===== src/kmc_pkg.sv =====
// ----------------------------------------------------------------------------
// kmc_pkg
// Shared types and constants of the keyed member cache.
// ----------------------------------------------------------------------------
package kmc_pkg;

    localparam int FIELD_BITS = 32;

    // Item kinds
    localparam logic KIND_REMEMBER = 1'b0;
    localparam logic KIND_QUERY    = 1'b1;

    typedef struct packed {
        logic                  kind;
        logic [FIELD_BITS-1:0] key_id;
        logic [FIELD_BITS-1:0] member_id;
        logic                  exempt;
        logic [FIELD_BITS-1:0] frame_now;
    } in_word_t;

    typedef struct packed {
        logic [FIELD_BITS-1:0] member_out;
        logic                  last;
    } out_word_t;

endpackage


===== src/kmc_front.sv =====
// ----------------------------------------------------------------------------
// kmc_front
// Accepts input words, drops ignored ones and pushes the rest into a
// two-entry queue toward the back end.
// ----------------------------------------------------------------------------
module kmc_front #(
    parameter int ID_BITS = 32
) (
    input  logic              clk,
    input  logic              rst_n,
    input  logic              start,
    output logic              busy,
    input  kmc_pkg::in_word_t in_word,
    output logic              q_valid,
    output kmc_pkg::in_word_t q_word,
    input  logic              q_pop
);

    kmc_pkg::in_word_t        slot_reg [2];
    logic                     rd_ptr_reg;
    logic                     wr_ptr_reg;
    logic [1:0]               fill_reg;
    logic [ID_BITS-1:0]       key_m;
    logic [ID_BITS-1:0]       mem_m;
    logic                     keep;
    logic                     push;
    kmc_pkg::in_word_t        masked;

    assign busy = (fill_reg == 2'd2);

    // Classify: key and member are taken modulo 2^ID_BITS
    always_comb
    begin
        key_m  = ID_BITS'(in_word.key_id);
        mem_m  = ID_BITS'(in_word.member_id);
        masked = in_word;
        masked.key_id    = kmc_pkg::FIELD_BITS'(key_m);
        masked.member_id = kmc_pkg::FIELD_BITS'(mem_m);
        if (in_word.kind == kmc_pkg::KIND_REMEMBER)
            keep = (key_m != '0) && (mem_m != '0) && !in_word.exempt;
        else
            keep = (key_m != '0);
    end

    assign push    = start && !busy && keep;
    assign q_valid = (fill_reg != 2'd0);
    assign q_word  = slot_reg[rd_ptr_reg];

    // Queue storage
    always_ff @(posedge clk)
    begin
        if (push)
            slot_reg[wr_ptr_reg] <= masked;
    end

    // Queue pointers
    always_ff @(posedge clk or negedge rst_n)
    begin
        if (!rst_n)
        begin
            rd_ptr_reg <= 1'b0;
            wr_ptr_reg <= 1'b0;
            fill_reg   <= 2'd0;
        end
        else
        begin
            if (push)
                wr_ptr_reg <= !wr_ptr_reg;
            if (q_pop)
                rd_ptr_reg <= !rd_ptr_reg;
            fill_reg <= fill_reg + 2'(push) - 2'(q_pop);
        end
    end

endmodule


===== config.mk =====
export PLATFORM = sky130hd
export DESIGN_NAME = kmc_front
export DESIGN_NICKNAME = d
export VERILOG_FILES = /design/src/kmc_pkg.sv /design/src/kmc_front.sv
export SDC_FILE = /design/constraint.sdc
export NUM_CORES = 1
export LEC_CHECK = 0
export BUFFER_PORTS_ARGS = -buffer_cell sky130_fd_sc_hd__buf_2
export CORE_UTILIZATION = 45
export CTS_BUF_LIST = sky130_fd_sc_hd__clkbuf_4 sky130_fd_sc_hd__clkbuf_8 sky130_fd_sc_hd__clkbuf_16
export CTS_CLUSTER_DIAMETER = 30
export DETAILED_ROUTE_END_ITERATION = 7
export GPL_ROUTABILITY_DRIVEN = 0
export HOLD_SLACK_MARGIN = 0.1
export PLACE_DENSITY = 0.68
export SYNTH_ARGS = -nofsm -noshare
export SYNTH_HDL_FRONTEND = slang
export SYNTH_SLANG_ARGS = --single-unit
export TNS_END_PERCENT = 100

===== constraint.sdc =====
create_clock -name clk -period 15.13 [get_ports clk]
set_clock_uncertainty 0.05 [all_clocks]
set_input_delay 0 -clock clk [delete_from_list [all_inputs] [get_ports clk]]
set_output_delay 0 -clock clk [all_outputs]
set_load 0.005 [all_outputs]

==> results of run 1 <==
layer usage:
metal  global-route usage (%)  share of wire [%]  routed length (um)
met5                        0                  0                   0
met4                    7.182                1.8                 273
met3                    5.248                6.5                1009
met2                    33.20                 52                7970
met1                    20.98                 40                6218
layout by cell type, fill, tap and decap left out, types with 2 or more instances in the layout:
| master | n |
|---|---|
| dfrtp_1 | 3 |
| xnor2_1 | 2 |
| xor2_1 | 2 |
| nor2_1 | 2 |
| clkbuf_16 | 17 |
| inv_1 | 3 |
| clkinvlp_4 | 3 |
| ha_1 | 2 |
| buf_4 | 3 |
| dlygate4sd3_1 | 102 |
| nor4_1 | 15 |
| bufinv_16 | 3 |
| edfxtp_1 | 196 |
| buf_2 | 201 |
| inv_6 | 3 |
| nand4_1 | 4 |
| clkinv_2 | 4 |
| mux2_2 | 98 |
stage by stage:
stage / cells / area (um^2)
floorplan: 347 / 7407
global placement: 756 / 8658
detailed placement: 756 / 8658
CTS: 890 / 10280
global route: 890 / 10280
finish: 890 / 10280
worst min path at each step:
stage | startpoint | to | cells past startpoint
5_1_grt | in_word[30] | slot_reg[0][30] | 2
3_5_place_dp | rst_n | fill_reg[0] | 1
6_report | in_word[24] | slot_reg[0][24] | 2
2_1_floorplan | rst_n | fill_reg[0] | 0
4_1_cts | in_word[20] | slot_reg[0][20] | 2
3_3_place_gp | rst_n | fill_reg[0] | 1
cell usage after synthesis, drive strengths merged:
library cell / count
buf: 11
and2: 1
nor4: 16
edfxtp: 196
xnor2: 2
xor2: 2
nor2b: 2
mux2: 98
dfrtp: 4
inv: 3
nand4: 4
nor2: 2
nor3: 1
or3: 1
o21ai: 1
or2: 1
ha: 2
final cells by class:
class	instances	area, um^2
flip-flops and latches	200	5989
fillers	1186	5718
repair buffers	306	2049
multi-input cells	133	1359
clock buffers	18	432.9
well taps	216	270.3
clock inverters	14	170.2
inverters	3	11.26
power by group through the flow:
| stage | combinational [uW] | sequential [uW] | clock [uW] |
|---|---|---|---|
| 2_1_floorplan | 257 | 764 | 0 |
| 3_3_place_gp | 402 | 776 | 0 |
| 3_5_place_dp | 408 | 782 | 0 |
| 4_1_cts | 431 | 770 | 469 |
| 5_1_grt | 461 | 779 | 490 |
| 6_report | 423 | 769 | 459 |
logic make-up (layout without fill, tap and decap cells):
group / count (synthesis) / in the layout
DFF: 200 / 200
muxes: 98 / 98
and+or+nand+nor: 28 / 28
buffers and inverters: 14 / 341
xor gates and xnor gates: 4 / 4
adders and majority gates: 2 / 2
AOI/OAI and AO/OA: 1 / 1
timing repair:
item | in CTS | in global routing
setup endpoints to repair | 0 | 0
hold buffers | 102 | 0
endpoints found under the hold margin | 204 | 0
==> flow_metrics.env, run 1 <==
export IMPL_status="finished clean"
export IMPL_cp_endpoint="slot_reg[0][21]"
export IMPL_critical_path_cell_chain="dlygate4sd3_1 > buf_2 > nor4_1 > nand4_1 > nor2_1 > nor4_2 > nor2b_4 > buf_4"
export IMPL_cts_tree="built"
export IMPL_core_mm2=0.01600
export IMPL_clock_root_buffer="clkbuf_16"
export IMPL_vias=4378
export IMPL_crit_family="simple AND/OR/NAND/NOR gates"
export IMPL_die_w_um=130.3
export IMPL_cts_resized=0
export IMPL_rr_startpoint="fill_reg[1]"
export IMPL_critPathMaxFanout=58
export IMPL_synth_fa_ha_area_share_pct=0.3378
export IMPL_grt_overflow=0
export IMPL_htree_levels=4
export IMPL_critPathSlowestCell="nor2b_4"
export IMPL_cap_violations=0
export IMPL_die_area_mm2=0.01698
export IMPL_post_cts_buffers=0
export IMPL_initial_core_util_pct=46.29
export IMPL_area_delta_synth_final_pct=38.82
export IMPL_yosys_area_share_simple_pct=2.432
export IMPL_path_buf_inv=3
export IMPL_tightest_slew_ns=1.172
export IMPL_worstSetupPathType="input pin to register"
export IMPL_crit_path_start="in_word[77]"
export IMPL_largest_reg_flops=196
export IMPL_clk_path_buf_depth=2
export IMPL_p_leak_uw=0.003830
export IMPL_critPathRequiredTime_ns=15.13
export IMPL_peakVddDrop_uv=100.5
export IMPL_rsz0062_at_grt="false"
export IMPL_fmax_mhz=304.9
export IMPL_clk_pin_slew_worst_paths_ns=0.07
export IMPL_clkLatencyLatePin_ns=0.42
export IMPL_finalWorstPathRequiredPeriod_ns=3.280
export IMPL_cts_sinks=200
export IMPL_yosysWarnings=0
export IMPL_synth_top_area_share_pct=79.46
export IMPL_rows=46
export IMPL_grt_pass1_wl_um=23120
export IMPL_synth_mux_area_fraction_pct=14.90
export IMPL_yosysTopAreaCell="edfxtp_1"
export IMPL_wl_per_cell_um=17.38
export IMPL_power_switching_uw=437.4
export IMPL_hpwl_um=9272
export IMPL_grtUsageTotal_pct=18.57
export IMPL_syn_avg_cell_area_um2=21.35
export IMPL_tns_ns=0
export IMPL_drcViolationCount=0
export IMPL_powerDensity_mw_per_mm2=160.6
export IMPL_slew_headroom_pct=21.72
export IMPL_cts_buffers=17
export IMPL_critical_path_depth=8
export IMPL_nets=765
export IMPL_ys_ff_latch=200
export IMPL_drt_wl_total_um=15470
export IMPL_yosysSeqAreaShare_pct=80.81
export IMPL_drive_above_1_share_pct=50.45
export IMPL_seq_power_share_pct=46.6
export IMPL_crit_arrival_ns=3.28
export IMPL_min_delay_path_class="input pin to register"
export IMPL_n_antenna_cell=0
export IMPL_hold_violations=0
export IMPL_synth_top_family_by_area="multiplexers"
export IMPL_crit_path_end_kind="register"
export IMPL_initialDrtViolationCount=160
export IMPL_post_route_util_pct=64.26
export IMPL_p_int_uw=1214
export IMPL_whs_ns=0.2502
export IMPL_portBuffers=201
export IMPL_synth_nets=451
export IMPL_total_power_uw=1651
export IMPL_ys_top_cells_by_area="edfxtp_1 (79%), mux2_2 (15%), dfrtp_1 (1.4%)"
export IMPL_synth_compound_area_share_pct=0.06757
export IMPL_die_h_um=130.3
export IMPL_reg2reg_to="slot_reg[0][21]"
export IMPL_drt_vias_per_instance=4.919
export IMPL_ys_types=19
export IMPL_fin_ws_ns=11.85
export IMPL_synth_xor_area_share_pct=0.4730
export IMPL_clkPwrFrac_pct=27.8
export IMPL_power_share_switching_pct=26.49
export IMPL_grt_pass1_vias=4627
export IMPL_synth_area_mm2=0.007407
export IMPL_syn_inst=347
export IMPL_period_share_pct=21.68
export IMPL_antenna_found_initial=0
export IMPL_maxSlewViolCount=0
export IMPL_comb_power_share_pct=25.6
export IMPL_first_pass_iters=4
export IMPL_grt_max_degree=62
export IMPL_reg2reg_depth=4
export IMPL_pre_cts_ws_ns=11.82
export IMPL_cp_slowest_stage_delay_ns=1.03
export IMPL_cp_start_kind="input pin"
export IMPL_drtAntennaViolNets=0
export IMPL_rrSetupSlack_ns=11.88
export IMPL_io_pins=202
export IMPL_setup_viol=0
Note: power is estimated with default switching activity, not from simulation.
==> inputs of run 2 (changes only) <==
Settings changed: PLACE_DENSITY 0.68 to 0.71.
Clock period 15.13 ns to 2.8 ns, I/O delays scaled along.
==> flow_metrics.env, run 2 (synthesis results as in run 1) <==
export IMPL_p_leak_uw=0.003848
export IMPL_placed_area_mm2=0.008730
export IMPL_grt_overflow=0
export IMPL_powerDensity_mw_per_mm2=848.5
export IMPL_hold_violations=0
export IMPL_clk_path_buf_depth=2
export IMPL_largest_reg_flops=196
export IMPL_setup_viol=0
export IMPL_drt_vias_per_instance=4.821
export IMPL_area_delta_synth_final_pct=38.99
export IMPL_hold_depth=2
export IMPL_peakVddDrop_uv=398.4
export IMPL_maxSlewViolCount=0
export IMPL_drtAntennaViolNets=0
export IMPL_grt_pass1_wl_um=23090
export IMPL_drcViolationCount=0
export IMPL_reg2reg_to="slot_reg[1][25]"
export IMPL_min_delay_path_class="input pin to register"
export IMPL_cap_violations=0
export IMPL_rsz0062_at_grt="false"
export IMPL_cts_resized=0
export IMPL_crit_path_end_kind="register"
export IMPL_initialDrtViolationCount=256
export IMPL_initial_core_util_pct=46.29
export IMPL_slew_headroom_pct=52.85
export IMPL_clkLatencyLatePin_ns=0.42
export IMPL_fmax_mhz=435.0
export IMPL_cts_sinks=200
export IMPL_vias=4310
export IMPL_cts_tree="built"
export IMPL_nets=769
export IMPL_drive_above_1_share_pct=50.88
export IMPL_clk_pin_slew_worst_paths_ns=0.07
export IMPL_rows=46
export IMPL_critPathRequiredTime_ns=2.92
export IMPL_die_area_mm2=0.01698
export IMPL_htree_levels=4
export IMPL_die_w_um=130.3
export IMPL_rrSetupSlack_ns=0.51
export IMPL_mostFrequentLayoutCells="buf_2 (201), edfxtp_1 (196), dlygate4sd3_1 (102), mux2_2 (98), clkbuf_16 (17)"
export IMPL_grt_max_degree=57
export IMPL_tightest_slew_ns=0.7072
export IMPL_io_pins=202
export IMPL_wl_per_cell_um=17.10
export IMPL_grtUsageTotal_pct=18.49
export IMPL_total_power_uw=8735
export IMPL_post_cts_buffers=0
export IMPL_worstSetupPathType="input pin to register"
export IMPL_final_area_mm2=0.01029
export IMPL_cp_endpoint="slot_reg[1][25]"
export IMPL_die_h_um=130.3
export IMPL_post_route_util_pct=64.34
export IMPL_hpwl_um=9603
export IMPL_cp_start_kind="input pin"
export IMPL_clock_root_buffer="clkbuf_16"
export IMPL_crit_arrival_ns=2.42
export IMPL_first_pass_iters=4
export IMPL_whs_ns=0.2493
export IMPL_portBuffers=201
export IMPL_finalWorstPathRequiredPeriod_ns=2.299
export IMPL_final_common_cell="buf_2"
export IMPL_core_mm2=0.01600
export IMPL_status="finished clean"
export IMPL_rr_startpoint="fill_reg[1]"
export IMPL_critPathMaxFanout=48
export IMPL_crit_path_start="in_word[34]"
export IMPL_postCtsHoldBufs=102
export IMPL_grt_pass1_vias=4603
export IMPL_period_share_pct=82.11
export IMPL_reg2reg_depth=4
export IMPL_drt_wl_total_um=15280
export IMPL_cts_buffers=17
export IMPL_antenna_found_initial=0
export IMPL_n_antenna_cell=0
[run 2: changes by cell type in the layout (fill, tap and decap cells not counted), sizes merged]
| cell | delta |
|---|---|
| buf | +4 |
| clkinv | +4 |
| bufinv | -3 |
| clkbuf | +3 |
| clkinvlp | -2 |
| inv | -2 |
[run 2: metal layers]
layer / GRT usage [%] / wire length, um / share of wire [%]
met3: 5.084 / 1034 / 6.8
met4: 8.276 / 310 / 2.0
met2: 31.70 / 7676 / 50
met1: 21.75 / 6261 / 41
met5: 0 / 0 / 0
[run 2: where the power goes]
group / internal [uW] / switching (uW)
clock network: 1200 / 1020
registers: 3920 / 258
logic: 1270 / 1070
[run 2: worst max-delay path, cell delays in order]
cell and delay [ns]:
dlygate4sd3_1 0.56, buf_2 0.14, nor4_1 0.42, nand4_1 0.19, nor3_2 0.29, nor4_4 0.10
and2_4 0.40, buf_4 0.30
[run 2: layout make-up]
cell class	count	area [um^2]
sequential	200	5989
fill	1143	5705
timing repair buffer	310	2105
multi-input combinational	133	1375
clock buffer	21	467.9
tap	216	270.3
clock inverter	11	76.32
inverter	3	11.26
[run 2: how the worst min path moves through the flow]
stage	start	to	slack, ns
floorplan	rst_n	fill_reg[0]	-0.35
global placement	rst_n	rd_ptr_reg	-0.25
detailed placement	rst_n	rd_ptr_reg	-0.24
CTS	in_word[15]	slot_reg[1][15]	0.23
global route	in_word[5]	slot_reg[0][5]	0.24
finish	in_word[15]	slot_reg[0][15]	0.25
[run 2: stage by stage]
step | TNS (ns) | std cells | setup WS, ns
floorplan | -6.620 | 347 | -0.06755
global placement | 0 | 760 | 0.5720
detailed placement | 0 | 760 | 0.4950
CTS | 0 | 894 | 0.4581
global route | 0 | 894 | 0.3007
finish | 0 | 894 | 0.5009
==> inputs of run 3 (changes only) <==
Settings changed: ABC_AREA from default to 1, PLACE_DENSITY 0.71 to 0.68.
Clock period 2.8 ns to 2.15 ns, I/O delays scaled along.
==> flow_metrics.env, run 3 <==
export IMPL_reg2reg_to="slot_reg[0][80]"
export IMPL_use_met1_pct=21.21
export IMPL_hold_violations=0
export IMPL_htree_levels=4
export IMPL_grt_max_degree=71
export IMPL_hold_depth=2
export IMPL_post_cts_buffers=0
export IMPL_fillers=1132
export IMPL_crit_arrival_ns=1.94
export IMPL_power_share_switching_pct=26.73
export IMPL_ys_async_sr_fraction_pct=2.000
export IMPL_synth_top_area_share_pct=77.95
export IMPL_portBuffers=201
export IMPL_status="finished clean"
export IMPL_syn_inst=392
export IMPL_p_int_uw=8539
export IMPL_hpwl_um=9760
export IMPL_vias=4507
export IMPL_clock_root_buffer="clkbuf_16"
export IMPL_critPathMaxFanout=28
export IMPL_drt_wl_total_um=15660
export IMPL_reg2reg_depth=6
export IMPL_rsz0062_at_grt="false"
export IMPL_drt_vias_per_instance=4.785
export IMPL_synth_area_mm2=0.007551
export IMPL_final_common_cell="buf_2"
export IMPL_cts_buffers=17
export IMPL_yosysTopAreaCell="edfxtp_1"
export IMPL_ys_ff_latch=200
export IMPL_clk_pin_slew_worst_paths_ns=0.07
export IMPL_nets=817
export IMPL_initialDrtViolationCount=226
export IMPL_drive_above_1_share_pct=46.97
export IMPL_ys_top_cells_by_area="edfxtp_1 (78%), mux2_2 (13%), nor2_1 (2.2%)"
export IMPL_initial_core_util_pct=46.86
export IMPL_comb_power_share_pct=27.8
export IMPL_cp_start_kind="register"
export IMPL_synth_top_flop_cell="edfxtp_1"
export IMPL_synth_nets=496
export IMPL_min_to="slot_reg[1][2]"
export IMPL_rr_startpoint="fill_reg[1]"
export IMPL_rows=46
export IMPL_layout_area_seq_mm2=0.005989
export IMPL_grtUsageTotal_pct=18.85
export IMPL_final_area_mm2=0.01047
export IMPL_slew_headroom_pct=57.99
export IMPL_crit_family="flip-flops"
export IMPL_p_leak_uw=0.003985
export IMPL_use_met3_pct=4.668
export IMPL_synth_most_common_cell="edfxtp_1"
export IMPL_peakVddDrop_uv=663.5
export IMPL_io_pins=202
export IMPL_finalWorstPathRequiredPeriod_ns=1.995
export IMPL_critical_path_cell_chain="buf_4 > mux2_2 > buf_2"
export IMPL_hp_start="in_word[2]"
export IMPL_drcViolationCount=0
export IMPL_wl_per_cell_um=16.63
export IMPL_cts_sinks=200
export IMPL_yosysWarnings=0
export IMPL_powerDensity_mw_per_mm2=1113
export IMPL_synth_edf_count=196
export IMPL_cap_violations=0
export IMPL_worstSetupPathType="register to primary output"
export IMPL_seq_power_share_pct=46.0
export IMPL_critPathSlowestCell="dfrtp_4"
export IMPL_total_power_uw=11650
export IMPL_min_delay_path_class="input pin to register"
export IMPL_die_area_mm2=0.01730
export IMPL_power_switching_uw=3115
export IMPL_ys_types=16
export IMPL_cts_tree="built"
export IMPL_fmax_mhz=501.3
export IMPL_syn_avg_cell_area_um2=19.26
export IMPL_critPathRequiredTime_ns=2.10
export IMPL_core_mm2=0.01612
export IMPL_die_w_um=131.5
export IMPL_grt_pass1_vias=4904
export IMPL_crit_path_end_kind="primary output"
export IMPL_clkLatencyLatePin_ns=0.42
export IMPL_clkPwrFrac_pct=26.1
export IMPL_maxSlewViolCount=0
export IMPL_largest_reg_flops=196
export IMPL_cp_slowest_stage_delay_ns=0.69
export IMPL_top_usage_layer="met2"
export IMPL_drtAntennaViolNets=0
export IMPL_grt_overflow=0
export IMPL_yosysSeqAreaShare_pct=79.27
export IMPL_die_h_um=131.5
export IMPL_path_buf_inv=2
export IMPL_area_delta_synth_final_pct=38.62
export IMPL_period_share_pct=92.78
export IMPL_setup_viol=0
export IMPL_synthTopCellsByCount="edfxtp_1 (196), mux2_2 (88), nor2_1 (44)"
export IMPL_multi_input_area_mm2=0.001476
export IMPL_grt_use_met2_pct=33.72
export IMPL_antenna_found_initial=0
export IMPL_n_antenna_cell=0
export IMPL_first_pass_iters=4
export IMPL_mostFrequentLayoutCells="buf_2 (201), edfxtp_1 (196), dlygate4sd3_1 (102), mux2_2 (88), nor2_1 (43)"
export IMPL_grt_pass1_wl_um=24630
export IMPL_tightest_slew_ns=0.6301
export IMPL_placed_area_mm2=0.008881
export IMPL_rrSetupSlack_ns=0.24
export IMPL_clk_path_buf_depth=2
-- run 3: timing repair --
item,in CTS,in global routing
hold buffers,102,0
hold endpoints to repair,204,0
gates resized for setup,0,0
-- run 3: kinds of logic (layout without fill, tap and decap cells) --
logic type | count (synthesis) | in the layout | synth area share [%]
flip-flops | 200 | 200 | 79.27
adder cells (fa/ha/maj) | 2 | 2 | 0.3313
AO/OA/AOI/OAI | 2 | 2 | 0.1324
buffers and inverters | 17 | 351 | 1.276
XOR/XNOR | 3 | 3 | 0.3480
multiplexers | 98 | 98 | 15.11
AND/OR/NAND/NOR | 70 | 70 | 3.529
-- run 3: cell type report --
cell class                      count  share of cell area (%)
Timing Repair Buffer              313                   20.44
Sequential cell                   200                   57.22
Multi-Input combinational cell    175                   14.10
Tap cell                          216                   2.582
Clock buffer                       18                   4.136
Clock inverter                     14                   1.267
Inverter                            6                  0.2510
-- run 3: worst max-delay path by stage --
stage                 endpoint  cells past startpoint        start  slack (ns)
4_1_cts              q_word[3]                      3   rd_ptr_reg        0.09
3_5_place_dp   slot_reg[0][11]                      6  fill_reg[1]        0.23
5_1_grt        slot_reg[0][11]                     11  in_word[77]        0.04
6_report             q_word[7]                      3   rd_ptr_reg        0.16
2_1_floorplan   slot_reg[1][0]                      5  fill_reg[1]       -0.53
3_3_place_gp   slot_reg[0][11]                      6  fill_reg[1]        0.30
-- run 3: routing by layer --
metal  wire length [um]  share of wire, %
met1               6160                39
met5                  0                 0
met4                390               2.5
met2               8372                53
met3                739               4.7
-- run 3: stage by stage --
step | std cells | utilization (%) | hold slack [ns] | setup WS (ns) | setup TNS, ns
after CTS | 942 | 64.95 | 0.2342 | 0.09033 | 0
after floorplan | 392 | - | -0.3456 | -0.5298 | -93.34
after global placement | 808 | 55.11 | -0.2399 | 0.2996 | 0
after global routing | 942 | 64.95 | 0.2321 | 0.04489 | 0
after detailed placement | 808 | 55.11 | -0.2361 | 0.2288 | 0
final | 942 | 64.95 | 0.2465 | 0.1552 | 0
-- run 3: power groups by stage --
stage	combinational, uW	clock [uW]	sequential [uW]
2_1_floorplan	1910	0	5300
3_3_place_gp	3080	0	5400
3_5_place_dp	3120	0	5450
4_1_cts	3280	3110	5370
5_1_grt	3500	3260	5430
6_report	3250	3050	5360
